### src/hw/rtl/igjh_pkg.sv
// Shared types and constants of the intensity-gradient joint histogram.
package igjh_pkg;

  // Item kinds carried on in_tuser.
  localparam logic [1:0] OP_ACCUM  = 2'd0;
  localparam logic [1:0] OP_READ   = 2'd1;
  localparam logic [1:0] OP_CLEAR  = 2'd2;
  localparam logic [1:0] OP_UNUSED = 2'd3;

  // Configuration register indexes.
  localparam logic [1:0] REG_INT_MIN  = 2'd0;
  localparam logic [1:0] REG_INT_MAX  = 2'd1;
  localparam logic [1:0] REG_GRAD_MIN = 2'd2;
  localparam logic [1:0] REG_GRAD_MAX = 2'd3;

  // Fixed-point constants of the shade path.
  localparam logic [30:0] Q30_ONE    = 31'h4000_0000;
  localparam logic [4:0]  LOG_LAST   = 5'd23;
  localparam logic [4:0]  SER_LAST   = 5'd24;
  localparam logic [5:0]  K_LIMIT    = 6'd6;
  localparam logic [7:0]  SHADE_FULL = 8'd255;

  // Controller states.
  typedef enum logic [4:0] {
    ST_CLEAR, ST_CLR_INIT, ST_IDLE, ST_BIN_CHK, ST_BIN_WAIT, ST_ACC_UPD,
    ST_RD_ISSUE, ST_RD_CAP, ST_NORM_A, ST_LOG_A, ST_LOAD_B, ST_NORM_B, ST_LOG_B,
    ST_RATIO_START, ST_RATIO_WAIT, ST_K_CHK, ST_SER_INIT_E, ST_SER_MUL,
    ST_SER_DIV, ST_SER_WAIT, ST_POW, ST_DONE
  } ctl_state_t;

  // Datapath operations issued by the controller.
  typedef enum logic [4:0] {
    DP_NOP, DP_LOAD, DP_CLR_INIT, DP_CLR_STEP, DP_BIN_START, DP_ACC_RD,
    DP_ACC_UPD, DP_RD_ISSUE, DP_RD_CAP, DP_NORM_STEP, DP_LOG_INIT, DP_LOG_STEP,
    DP_NORM_INIT_B, DP_RATIO_START, DP_RATIO_CAP, DP_SHADE_SAT, DP_SER_INIT,
    DP_SER_MUL, DP_SER_DIV, DP_SER_ACC, DP_POW_STEP, DP_FIN, DP_OUT_LOAD
  } dp_op_t;

  typedef struct packed {
    dp_op_t op;
    logic   sel;   // second operand of a log or series pass
  } cmd_t;

  typedef struct packed {
    logic bin_ok;
    logic bin_busy;
    logic rd_ok;
    logic m2_zero;
    logic norm_done;
    logic log_last;
    logic div_busy;
    logic k_big;
    logic ser_last;
    logic pow_done;
    logic clr_last;
    logic out_free;
  } stat_t;

endpackage

### src/hw/rtl/igjh_ctrl.sv
// Controller: sequences clearing, accumulation, reads and the shade steps.
module igjh_ctrl
  import igjh_pkg::*;
(
  input  logic       clk,
  input  logic       rst_n,
  input  logic       in_tvalid,
  output logic       in_tready,
  input  logic [1:0] in_tuser,
  input  stat_t      stat,
  output cmd_t       cmd
);

  ctl_state_t state_r, state_nxt;
  logic       from_op_r, from_op_nxt;
  logic       ph_r, ph_nxt;

  always_ff @(posedge clk) begin
    if (!rst_n) begin
      state_r   <= ST_CLEAR;
      from_op_r <= 1'b0;
      ph_r      <= 1'b0;
    end else begin
      state_r   <= state_nxt;
      from_op_r <= from_op_nxt;
      ph_r      <= ph_nxt;
    end
  end

  // Next state and datapath command.
  always_comb begin
    state_nxt   = state_r;
    from_op_nxt = from_op_r;
    ph_nxt      = ph_r;
    cmd.op      = DP_NOP;
    cmd.sel     = ph_r;
    in_tready   = 1'b0;
    case (state_r)
      ST_CLEAR: begin
        cmd.op = DP_CLR_STEP;
        if (stat.clr_last) begin
          state_nxt = from_op_r ? ST_DONE : ST_IDLE;
        end
      end
      ST_CLR_INIT: begin
        cmd.op      = DP_CLR_INIT;
        from_op_nxt = 1'b1;
        state_nxt   = ST_CLEAR;
      end
      ST_IDLE: begin
        in_tready = 1'b1;
        if (in_tvalid) begin
          cmd.op = DP_LOAD;
          case (in_tuser)
            OP_ACCUM: state_nxt = ST_BIN_CHK;
            OP_READ:  state_nxt = ST_RD_ISSUE;
            OP_CLEAR: state_nxt = ST_CLR_INIT;
            default:  state_nxt = ST_DONE;
          endcase
        end
      end
      ST_BIN_CHK: begin
        if (stat.bin_ok) begin
          cmd.op    = DP_BIN_START;
          state_nxt = ST_BIN_WAIT;
        end else begin
          state_nxt = ST_DONE;
        end
      end
      ST_BIN_WAIT: begin
        if (!stat.bin_busy) begin
          cmd.op    = DP_ACC_RD;
          state_nxt = ST_ACC_UPD;
        end
      end
      ST_ACC_UPD: begin
        cmd.op    = DP_ACC_UPD;
        state_nxt = ST_DONE;
      end
      ST_RD_ISSUE: begin
        if (stat.rd_ok) begin
          cmd.op    = DP_RD_ISSUE;
          state_nxt = ST_RD_CAP;
        end else begin
          state_nxt = ST_DONE;
        end
      end
      ST_RD_CAP: begin
        cmd.op    = DP_RD_CAP;
        state_nxt = stat.m2_zero ? ST_DONE : ST_NORM_A;
      end
      // Normalize and take the log of the count, then of the runner-up.
      ST_NORM_A, ST_NORM_B: begin
        cmd.sel = state_r == ST_NORM_B;
        if (stat.norm_done) begin
          cmd.op    = DP_LOG_INIT;
          state_nxt = (state_r == ST_NORM_B) ? ST_LOG_B : ST_LOG_A;
        end else begin
          cmd.op = DP_NORM_STEP;
        end
      end
      ST_LOG_A, ST_LOG_B: begin
        cmd.op  = DP_LOG_STEP;
        cmd.sel = state_r == ST_LOG_B;
        if (stat.log_last) begin
          state_nxt = (state_r == ST_LOG_B) ? ST_RATIO_START : ST_LOAD_B;
        end
      end
      ST_LOAD_B: begin
        cmd.op    = DP_NORM_INIT_B;
        state_nxt = ST_NORM_B;
      end
      ST_RATIO_START: begin
        cmd.op    = DP_RATIO_START;
        state_nxt = ST_RATIO_WAIT;
      end
      ST_RATIO_WAIT: begin
        if (!stat.div_busy) begin
          cmd.op    = DP_RATIO_CAP;
          state_nxt = ST_K_CHK;
        end
      end
      ST_K_CHK: begin
        if (stat.k_big) begin
          cmd.op    = DP_SHADE_SAT;
          state_nxt = ST_DONE;
        end else begin
          cmd.op    = DP_SER_INIT;
          cmd.sel   = 1'b0;
          ph_nxt    = 1'b0;
          state_nxt = ST_SER_MUL;
        end
      end
      ST_SER_INIT_E: begin
        cmd.op    = DP_SER_INIT;
        cmd.sel   = 1'b1;
        ph_nxt    = 1'b1;
        state_nxt = ST_SER_MUL;
      end
      // One series term: multiply, divide by the term number, accumulate.
      ST_SER_MUL: begin
        cmd.op    = DP_SER_MUL;
        state_nxt = ST_SER_DIV;
      end
      ST_SER_DIV: begin
        cmd.op    = DP_SER_DIV;
        state_nxt = ST_SER_WAIT;
      end
      ST_SER_WAIT: begin
        if (!stat.div_busy) begin
          cmd.op = DP_SER_ACC;
          if (!stat.ser_last) begin
            state_nxt = ST_SER_MUL;
          end else begin
            state_nxt = ph_r ? ST_POW : ST_SER_INIT_E;
          end
        end
      end
      ST_POW: begin
        if (stat.pow_done) begin
          cmd.op    = DP_FIN;
          state_nxt = ST_DONE;
        end else begin
          cmd.op = DP_POW_STEP;
        end
      end
      ST_DONE: begin
        if (stat.out_free) begin
          cmd.op      = DP_OUT_LOAD;
          from_op_nxt = 1'b0;
          state_nxt   = ST_IDLE;
        end
      end
      default: state_nxt = ST_IDLE;
    endcase
  end

endmodule

### config.mk
export PLATFORM = sky130hd
export DESIGN_NAME = igjh_ctrl
export DESIGN_NICKNAME = d
export VERILOG_FILES = /design/src/hw/rtl/igjh_pkg.sv /design/src/hw/rtl/igjh_ctrl.sv
export SDC_FILE = /design/constraint.sdc
export NUM_CORES = 1
export LEC_CHECK = 0
export BUFFER_PORTS_ARGS = -buffer_cell sky130_fd_sc_hd__buf_2
export CORE_MARGIN = 2
export CORE_UTILIZATION = 59
export DETAILED_ROUTE_END_ITERATION = 10
export PLACE_DENSITY = 0.92
export SYNTH_ARGS = -nofsm -noshare
export SYNTH_HDL_FRONTEND = slang
export SYNTH_SLANG_ARGS = --single-unit
### constraint.sdc
create_clock -name clk -period 3.3 [get_ports clk]
set_input_delay 0.165 -clock clk [delete_from_list [all_inputs] [get_ports clk]]
set_output_delay 0.165 -clock clk [all_outputs]
set_load 0.005 [all_outputs]
# --- Word level (Yosys, flattened, before mapping) ---
# Index checks and enable logic that the tools add are counted.
# W data, S select, Z words.
op_classes:
  addsub: 0
  mul: 0
  div: 0
  order_cmp: 0
  n_eq_ne: 32
  shift: 0
  mux: 37
  n_bitwise: 0
  reduce_logical: 8
op_table:
  columns: ["op", "n"]
  rows:
  - ["$pmux W5 S20", 2]
  - ["$mux W5", 16]
  - ["$eq A5 B4 Y1 const B", 8]
  - ["$eq A5 B5 Y1 const B", 6]
  - ["$mux W3", 8]
  - ["$eq A5 B3 Y1 const B", 4]
  - ["$ne A2 B2 Y1 const B", 9]
  - ["$pmux W5 S3", 1]
  - ["$eq A5 B2 Y1 const B", 2]
  - ["$reduce_and A9 Y1", 1]
  - ["$eq A5 B1 Y1 const B", 1]
  - ["$logic_not A5 Y1", 1]
  - ["$mux W1", 5]
  - ["$mux W4", 1]
  - ["$pmux W1 S2", 2]
  - ["$pmux W1 S4", 1]
  - ["$reduce_bool A2 Y1", 2]
  - ["$reduce_or A2 Y1", 2]
  - ["$eq A2 B1 Y1 const B", 1]
  - ["$eq A2 B2 Y1 const B", 1]
  - ["$logic_not A2 Y1", 1]
  - ["$mux W2", 1]
  - ["$reduce_and A2 Y1", 1]
totals:
  register_bits: 7
  latchBits: 0
  ram_bits: 0
  rom_bits: 0
  inputBits: 17
  memories: 0

# --- Logic depth before layout (Yosys ltp) ---
# Gate-level depths: netlist (run 1).
logic_depth:
  depth_word: 4
  depth_mapped: 8

# --- Worst setup path after synthesis (run 1) ---
# OpenSTA, ideal clock, no wires.
synth_path:
  path_kind: "register -> output"
  startpoint: "register state_r[0]"
  endpoint: "output cmd[1] in the netlist's numbering"
  t_arrival_ns: 1.440
  t_required_ns: 3.135
  path_slack_ns: 1.695
  stages_incl_launch_ff: 7
  n_path_buf: 4
  cell_sequence: "dfxtp_1 > buf_2 > buf_4 > buf_2 > buf_2 > o32a_1 > o2111ai_1"
synth_rtl:
  columns: ["element", "line", "text"]
  rows:
  - ["from (decl)", "igjh_ctrl.sv:14", "ctl_state_t state_r, state_nxt;"]
  - ["from (signal assigned)", "igjh_ctrl.sv:24", "state_r <= state_nxt;"]
  - ["to (decl)", "igjh_ctrl.sv:11", "output cmd_t cmd"]

==> results.md, run 1 <==
- Syn nets: 191
- Distinct cells, synth: 52
- M1 GR Usage: 0.396
- Maximum vdd drop: 0.000854 V
- Crit path from: state_r[1]
- Worst hold path type: primary input to flop
- Die area: 2330 sq um
- Pwr Density: 723 nW/um^2
- Clock Skew: 0.00534 ns
- Largest net degree at the start of global routing: 32
- GRT met2 Usage: 0.545
- H-tree levels: 1
- Most Used Layer, Global Route: met2
- TritonRoute pass-1 iters: 7
- Synth-to-Final Area Change: 8.24%
- CTS Sinks: 7
- Final setup fails: 0
- GPL Wtd Cong: 0.960
- Clock Path Buffers: 2
- Clk pin slew, worst setup/hold paths: 0.05 ns
- Core area: 1780 sq um
- Clock Latency Late Sink: 0.25 ns
- Primary FF master, synth: dfxtp_1
- Fmax: 0.374 GHz
- Syn Std Cell Area: 1150 sq um
- Height of the die: 48.2 microns
- Worst Setup End Kind: output pin
- Post-synth EDFFs: 0
- Antenna violations before repair: 0
- IO Port Bufs: 23
- Hold Path Depth: 2
- Fill count: 148
- Non-Filler Instances: 211
- Sequential share of the synthesized area: 0.121
- Slew HR: 0.315
- Area of the multi-input gates: 898 sq um
- Residual DRC: 0
- Post_cts resized: 0
- R2R Setup Slk: 0.99 ns
- Cells after Synth: 174
- Critical Path RT: 3.13 ns
- Initial Util: 0.647
- Pre-CTS setup slack: 1.04 ns
- Post-detailed-route wirelength per cell: 16.4 microns
- Slowest CP cell: dfxtp_1
- Hold_buf cts: 0
- Synth warn: 0
- Via count: 1445
- Fin. max-slew vios: 0
- Vias in the first global route: 1158
- Num rows: 15
- DRT iter0 DRCs: 125
- Critical Path AT: 2.51 ns
- Final wirelength: 3.45 mm
- Crit-path cells: inv_1 > maj3_1 > a21oi_1 > o32a_1 > o2111ai_1 > buf_2
- Detailed placement HPWL: 2.53 mm
- Diode count: 0
- Avg Inst Size Synth: 6.63 sq um
- Final Cell Area: 1250 sq um
- IO Pins: 24
- Global Route Usage Sum: 0.310
- Root Driver: clkbuf_4
- CP Class: flop to output pin
- Setup_tns: 0 ns
- FF/Latch Area: 140 sq um
- Reg2Reg Depth: 5
- Cell count after placement: 207
- First-pass GRT wire length: 5.09 mm
- Tcrit/Tclk final: 0.811
- Vias per inst: 6.85
- Post-CTS setup buffer count: 0
- RSZ-0062 raised after global routing: false
- Status: finished clean
- Final worst slack: 0.625 ns
- Layout cell share with drive strength beyond 1: 0.194
- Die W: 48.2 microns
- Worst Setup Start Kind: flop
- Max FO, Critical Path: 26
- Number of nets in the layout: 204
- TritonCTS Buffers: 3
- Total power: 0.903 mW
- Static leakage: 0.483 nW
- M3 GR Usage: 0.0407
- Worst path max stage delay: 0.86 ns
- RR Endpoint: state_r[1]
- Final Critical Period: 2.67 ns
- Grt ovf: 0
- CTS tree: done
- Final Hold Violating Endpoints: 0
- Async SR Flop Fraction: 0
- Max_cap viols: 0
- Hold Crit Start: rst_n
- ANT nets after route: 0
- FF-to-FF Start: state_r[1]
- Yosys reg bits: 7
- Cell Area, Placed: 1220 sq um
- Worst Tran Pin Value: 1.03 ns
- Hold EP: state_r[1]
## flip-flops by register name, indices dropped and copies added (netlist names)
register / flops
from_op_r: 1
ph_r: 1
state_r: 5
## cell families after synthesis
kind of cell | count (synthesis) | synth area share
multiplexers | 6 | 0.0564
adder cells (fa/ha/maj) | 2 | 0.0174
XOR/XNOR | 1 | 0.00759
flip-flops | 7 | 0.121
buffers and inverters | 23 | 0.0998
AO/OA/AOI/OAI | 57 | 0.356
AND/OR/NAND/NOR | 78 | 0.342
## worst max-delay path by stage
stage | cells past startpoint | to | slack [ns]
final | 6 | cmd[2] | 0.63
after global routing | 6 | cmd[2] | 0.57
after CTS | 6 | cmd[2] | 0.77
after detailed placement | 6 | cmd[2] | 1.04
after global placement | 5 | state_r[1] | 1.15
after floorplan | 6 | cmd[1] | 1.69
## stage by stage
step / util / hold WS (ns)
after global placement: 0.686 / 0.474
after CTS: 0.700 / 0.235
final: 0.700 / 0.232
after global routing: 0.700 / 0.236
after detailed placement: 0.686 / 0.490
after floorplan: - / 0.389
## cells in the final DEF (no fill, tap or decap), types with 2 or more instances in the layout
master,n
a211oi_1,2
a21o_1,3
a21oi_1,15
a31oi_1,4
a32oi_1,3
and3_1,2
buf_2,23
buf_4,2
clkbuf_4,3
dfxtp_1,7
inv_1,5
maj3_1,2
mux2i_1,5
nand2_1,23
nand2b_1,2
nand3_1,9
nand4_1,2
nor2_1,11
nor2b_1,9
nor3_1,7
nor4_1,5
o2111ai_1,2
o211ai_1,2
o21ai_0,6
o21ai_1,2
o311a_1,2
o31ai_1,3
o32a_1,2
## final cells by class
| class | instances | area share |
|---|---|---|
| Clock buffer | 4 | 0.0210 |
| Inverter | 6 | 0.0180 |
| Multi-Input combinational cell | 144 | 0.719 |
| Sequential cell | 7 | 0.112 |
| Tap cell | 25 | 0.0251 |
| Timing Repair Buffer | 25 | 0.104 |
## Yosys cell counts, types with 4 or more instances
library cell  count  share of area
a21oi_1          15          0.065
a31oi_1           4          0.022
buf_2            11          0.048
dfxtp_1           7           0.12
inv_1             5          0.016
mux2i_1           5          0.043
nand2_1          23          0.075
nand3_1           9          0.039
nor2_1           11          0.036
nor2b_1           9          0.049
nor3_1            7          0.030
nor4_1            5          0.027
o21ai_0           6          0.026
## power breakdown
| part | total [mW] | internal [mW] | switching [mW] |
|---|---|---|---|
| Clock | 0.0792 | 0.0462 | 0.0329 |
| Combinational | 0.585 | 0.270 | 0.315 |
| Sequential | 0.238 | 0.110 | 0.128 |
| Total | 0.903 | 0.427 | 0.476 |
## per-layer routing
metal / share of wire / wire length, microns / vias to the layer above
li1: - / - / 677
met4: 0.037 / 129 / 0
met3: 0.11 / 389 / 24
met5: 0 / 0 / -
met2: 0.45 / 1570 / 113
met1: 0.40 / 1370 / 631
## worst max-delay path: cells and delay by family, from the launching register on
kind                     cells  cell delay (ns)
AO/OA/AOI/OAI                3             0.52
flip-flops                   1             0.86
adder cells (fa/ha/maj)      1             0.42
buffers and inverters        2             0.46
Power figures use the tool's default switching activity.
==> run 2: changes to the inputs <==
Settings changed: ABC_AREA from default to 1, CORE_UTILIZATION 59 to 54, PLACE_DENSITY 0.92 to 0.86.
Clock period 3.3 ns to 2.6 ns, I/O delays scaled along.
==> run 2 against run 1 <==
Sequential share of layout area down 0.31 points. Combinational power up 62%. Core utilization down 4.6 points. Routed wire length up 1.2%. Clock skew up 0.00085 ns. Critical endpoint is now cmd[4]. Highest routed layer unchanged.
==> results.md, run 2 <==
- Primary FF master, synth: dfxtp_1
- Final Hold Violating Endpoints: 0
- Most common cell after layout, fill and taps aside: nand2_1
- Initial Util: 0.575
- Root Driver: clkbuf_4
- Async SR Flop Fraction: 0
- Num rows: 16
- Critical Path RT: 2.47 ns
- Avg Inst Size Synth: 5.42 sq um
- Count leader, synth: nand2_1
- Final wirelength: 3.49 mm
- Hold WS: 0.105 ns
- Core area: 1960 sq um
- Max FO, Critical Path: 14
- Post-synth top cells: nand2_1 (56), nor2_1 (38), inv_1 (24)
- Height of the die: 49.7 microns
- Clock Latency Late Sink: 0.26 ns
- Post-Route M1 WL: 1.43 mm
- Detailed placement HPWL: 2.93 mm
- Ranking of synthesized cells by area: nand2_1 (19%), nor2_1 (13%), dfxtp_1 (12%)
- Number of nets in the layout: 251
- Vias in the first global route: 1280
- Largest area contributor in the netlist: nand2_1
- Die W: 49.7 microns
- Max_cap viols: 0
- Residual DRC: 0
- Syn Std Cell Area: 1130 sq um
- Fin. max-slew vios: 0
- Global Route Usage Sum: 0.312
- DR top layer: met4
- Layout cell share with drive strength beyond 1: 0.266
- Final Critical Period: 2.13 ns
- Sequential share of the synthesized area: 0.124
- Final setup fails: 0
- Hold_buf cts: 0
- IO Pins: 24
- H-tree levels: 1
- Die area: 2470 sq um
- Setup_tns: 0 ns
- Worst hold path type: primary input to flop
- Worst Setup End Kind: output pin
- Synth-to-Final Area Change: 13.9%
- Worst Tran Pin Value: 0.575 ns
- Largest register FFs: 5
- Yosys reg bits: 7
- Clock Path Buffers: 2
- Final core utilization: 0.654
- Top-area cell type share of the netlist area: 0.186
- Syn nets: 225
- Post-synth EDFFs: 0
- Compound-gate portion of the synthesized area: 0.0999
- First-pass GRT wire length: 5.89 mm
- Worst path max stage delay: 0.68 ns
- Status: finished clean
- TritonCTS Buffers: 3
- Static leakage: 0.720 nW
- RSZ-0062 raised after global routing: false
- Synth warn: 0
- Post_cts resized: 0
- Hold Crit Start: rst_n
- Grt ovf: 0
- Routed wire length on met3: 356 microns
- Crit path from: state_r[4]
- Worst Setup Start Kind: flop
- CP Class: flop to output pin
- Tcrit/Tclk final: 0.819
- Cells after Synth: 208
- Diode count: 0
- Final Cell Area: 1280 sq um
- Fmax: 0.470 GHz
- ANT nets after route: 0
- Crit-path cells: inv_2 > nand3_2 > nand2_4 > nor4_1 > nand2_1 > buf_2
- Clk pin slew, worst setup/hold paths: 0.06 ns
- CTS tree: done
- Xor-xnor portion of the synthesized cell area: 0
- Adder-cell share of the synthesized area: 0
- FF-to-FF Start: state_r[4]
- Top Registers: state_r: 5 flops, from_op_r: 1 flops, ph_r: 1 flops
- Maximum vdd drop: 0.000817 V
- Via count: 1419
- IO Port Bufs: 23
- Post-Synth Simple-Gate Area: 0.653
- Cell Area, Placed: 1260 sq um
- Post-CTS setup buffer count: 0
- Critical Path AT: 2.00 ns
- Worst path top cell family by delay: simple AND/OR/NAND/NOR gates
- Pwr Density: 992 nW/um^2
- Largest net degree at the start of global routing: 15
- Met2 WL: 1.62 mm
- WP buf/inv: 2
- Post-detailed-route wirelength per cell: 13.4 microns
- DRT iter0 DRCs: 103
- Multiplexer area fraction after synthesis: 0
- Slowest CP cell: dfxtp_1
- Most frequent cells in the layout: nand2_1 (56), nor2_1 (38), inv_1 (24), buf_2 (23), nand3_1 (15)
- Largest family of logic cells by synthesized area: simple AND/OR/NAND/NOR gates
- CTS Sinks: 7
- Clock Skew: 0.00619 ns
- TritonRoute pass-1 iters: 4
- Antenna violations before repair: 0
- Distinct cells, synth: 26
- Vias per inst: 5.46
- GPL Wtd Cong: 1.00
- Most flop-heavy register: state_r
- Slew HR: 0.616
-- run 2: final timing paths --
kind | cells past startpoint | endpoint | slack, ns
worst max-delay path | 6 | cmd[4] | 0.47
worst min-delay path | 3 | state_r[1] | 0.10
worst max register to register | 9 | state_r[1] | 0.72
worst min register to register | 2 | from_op_r | 0.49
-- run 2: through the flow --
| step | power, mW | setup slack [ns] | std cells |
|---|---|---|---|
| 2_1_floorplan | 0.918 | 1.21 | 208 |
| 3_3_place_gp | 1.17 | 0.731 | 256 |
| 3_5_place_dp | 1.16 | 0.723 | 256 |
| 4_1_cts | 1.27 | 0.511 | 260 |
| 5_1_grt | 1.41 | 0.345 | 260 |
| 6_report | 1.27 | 0.470 | 260 |
-- run 2: power by group --
group / switching [mW] / internal [mW]
registers: 0.0761 / 0.145
logic: 0.612 / 0.337
clock network: 0.0447 / 0.0588
-- run 2: cell type report --
cell class,count,area [sq um]
Inverter,30,113
Timing Repair Buffer,24,123
Multi-Input combinational cell,168,848
Clock buffer,4,26.3
Tap cell,27,33.8
Fill cell,226,678
Sequential cell,7,140
-- run 2: per-layer routing --
metal | GRT usage | up-vias
met1 | 0.404 | 606
met2 | 0.498 | 83
li1 | - | 718
met5 | 0 | -
met4 | 0.116 | 0
met3 | 0.0788 | 12
-- run 2: tightest hold or removal path, delay by kind of cell --
| kind | cells | cell delay [ns] |
|---|---|---|
| and+or+nand+nor | 2 | 0.10 |
| buffers and inverters | 1 | 0.10 |
-- run 2: cells by family after synthesis --
logic type,after synthesis
AO/OA/AOI/OAI,18
buffers and inverters,33
flip-flops,7
AND/OR/NAND/NOR,150
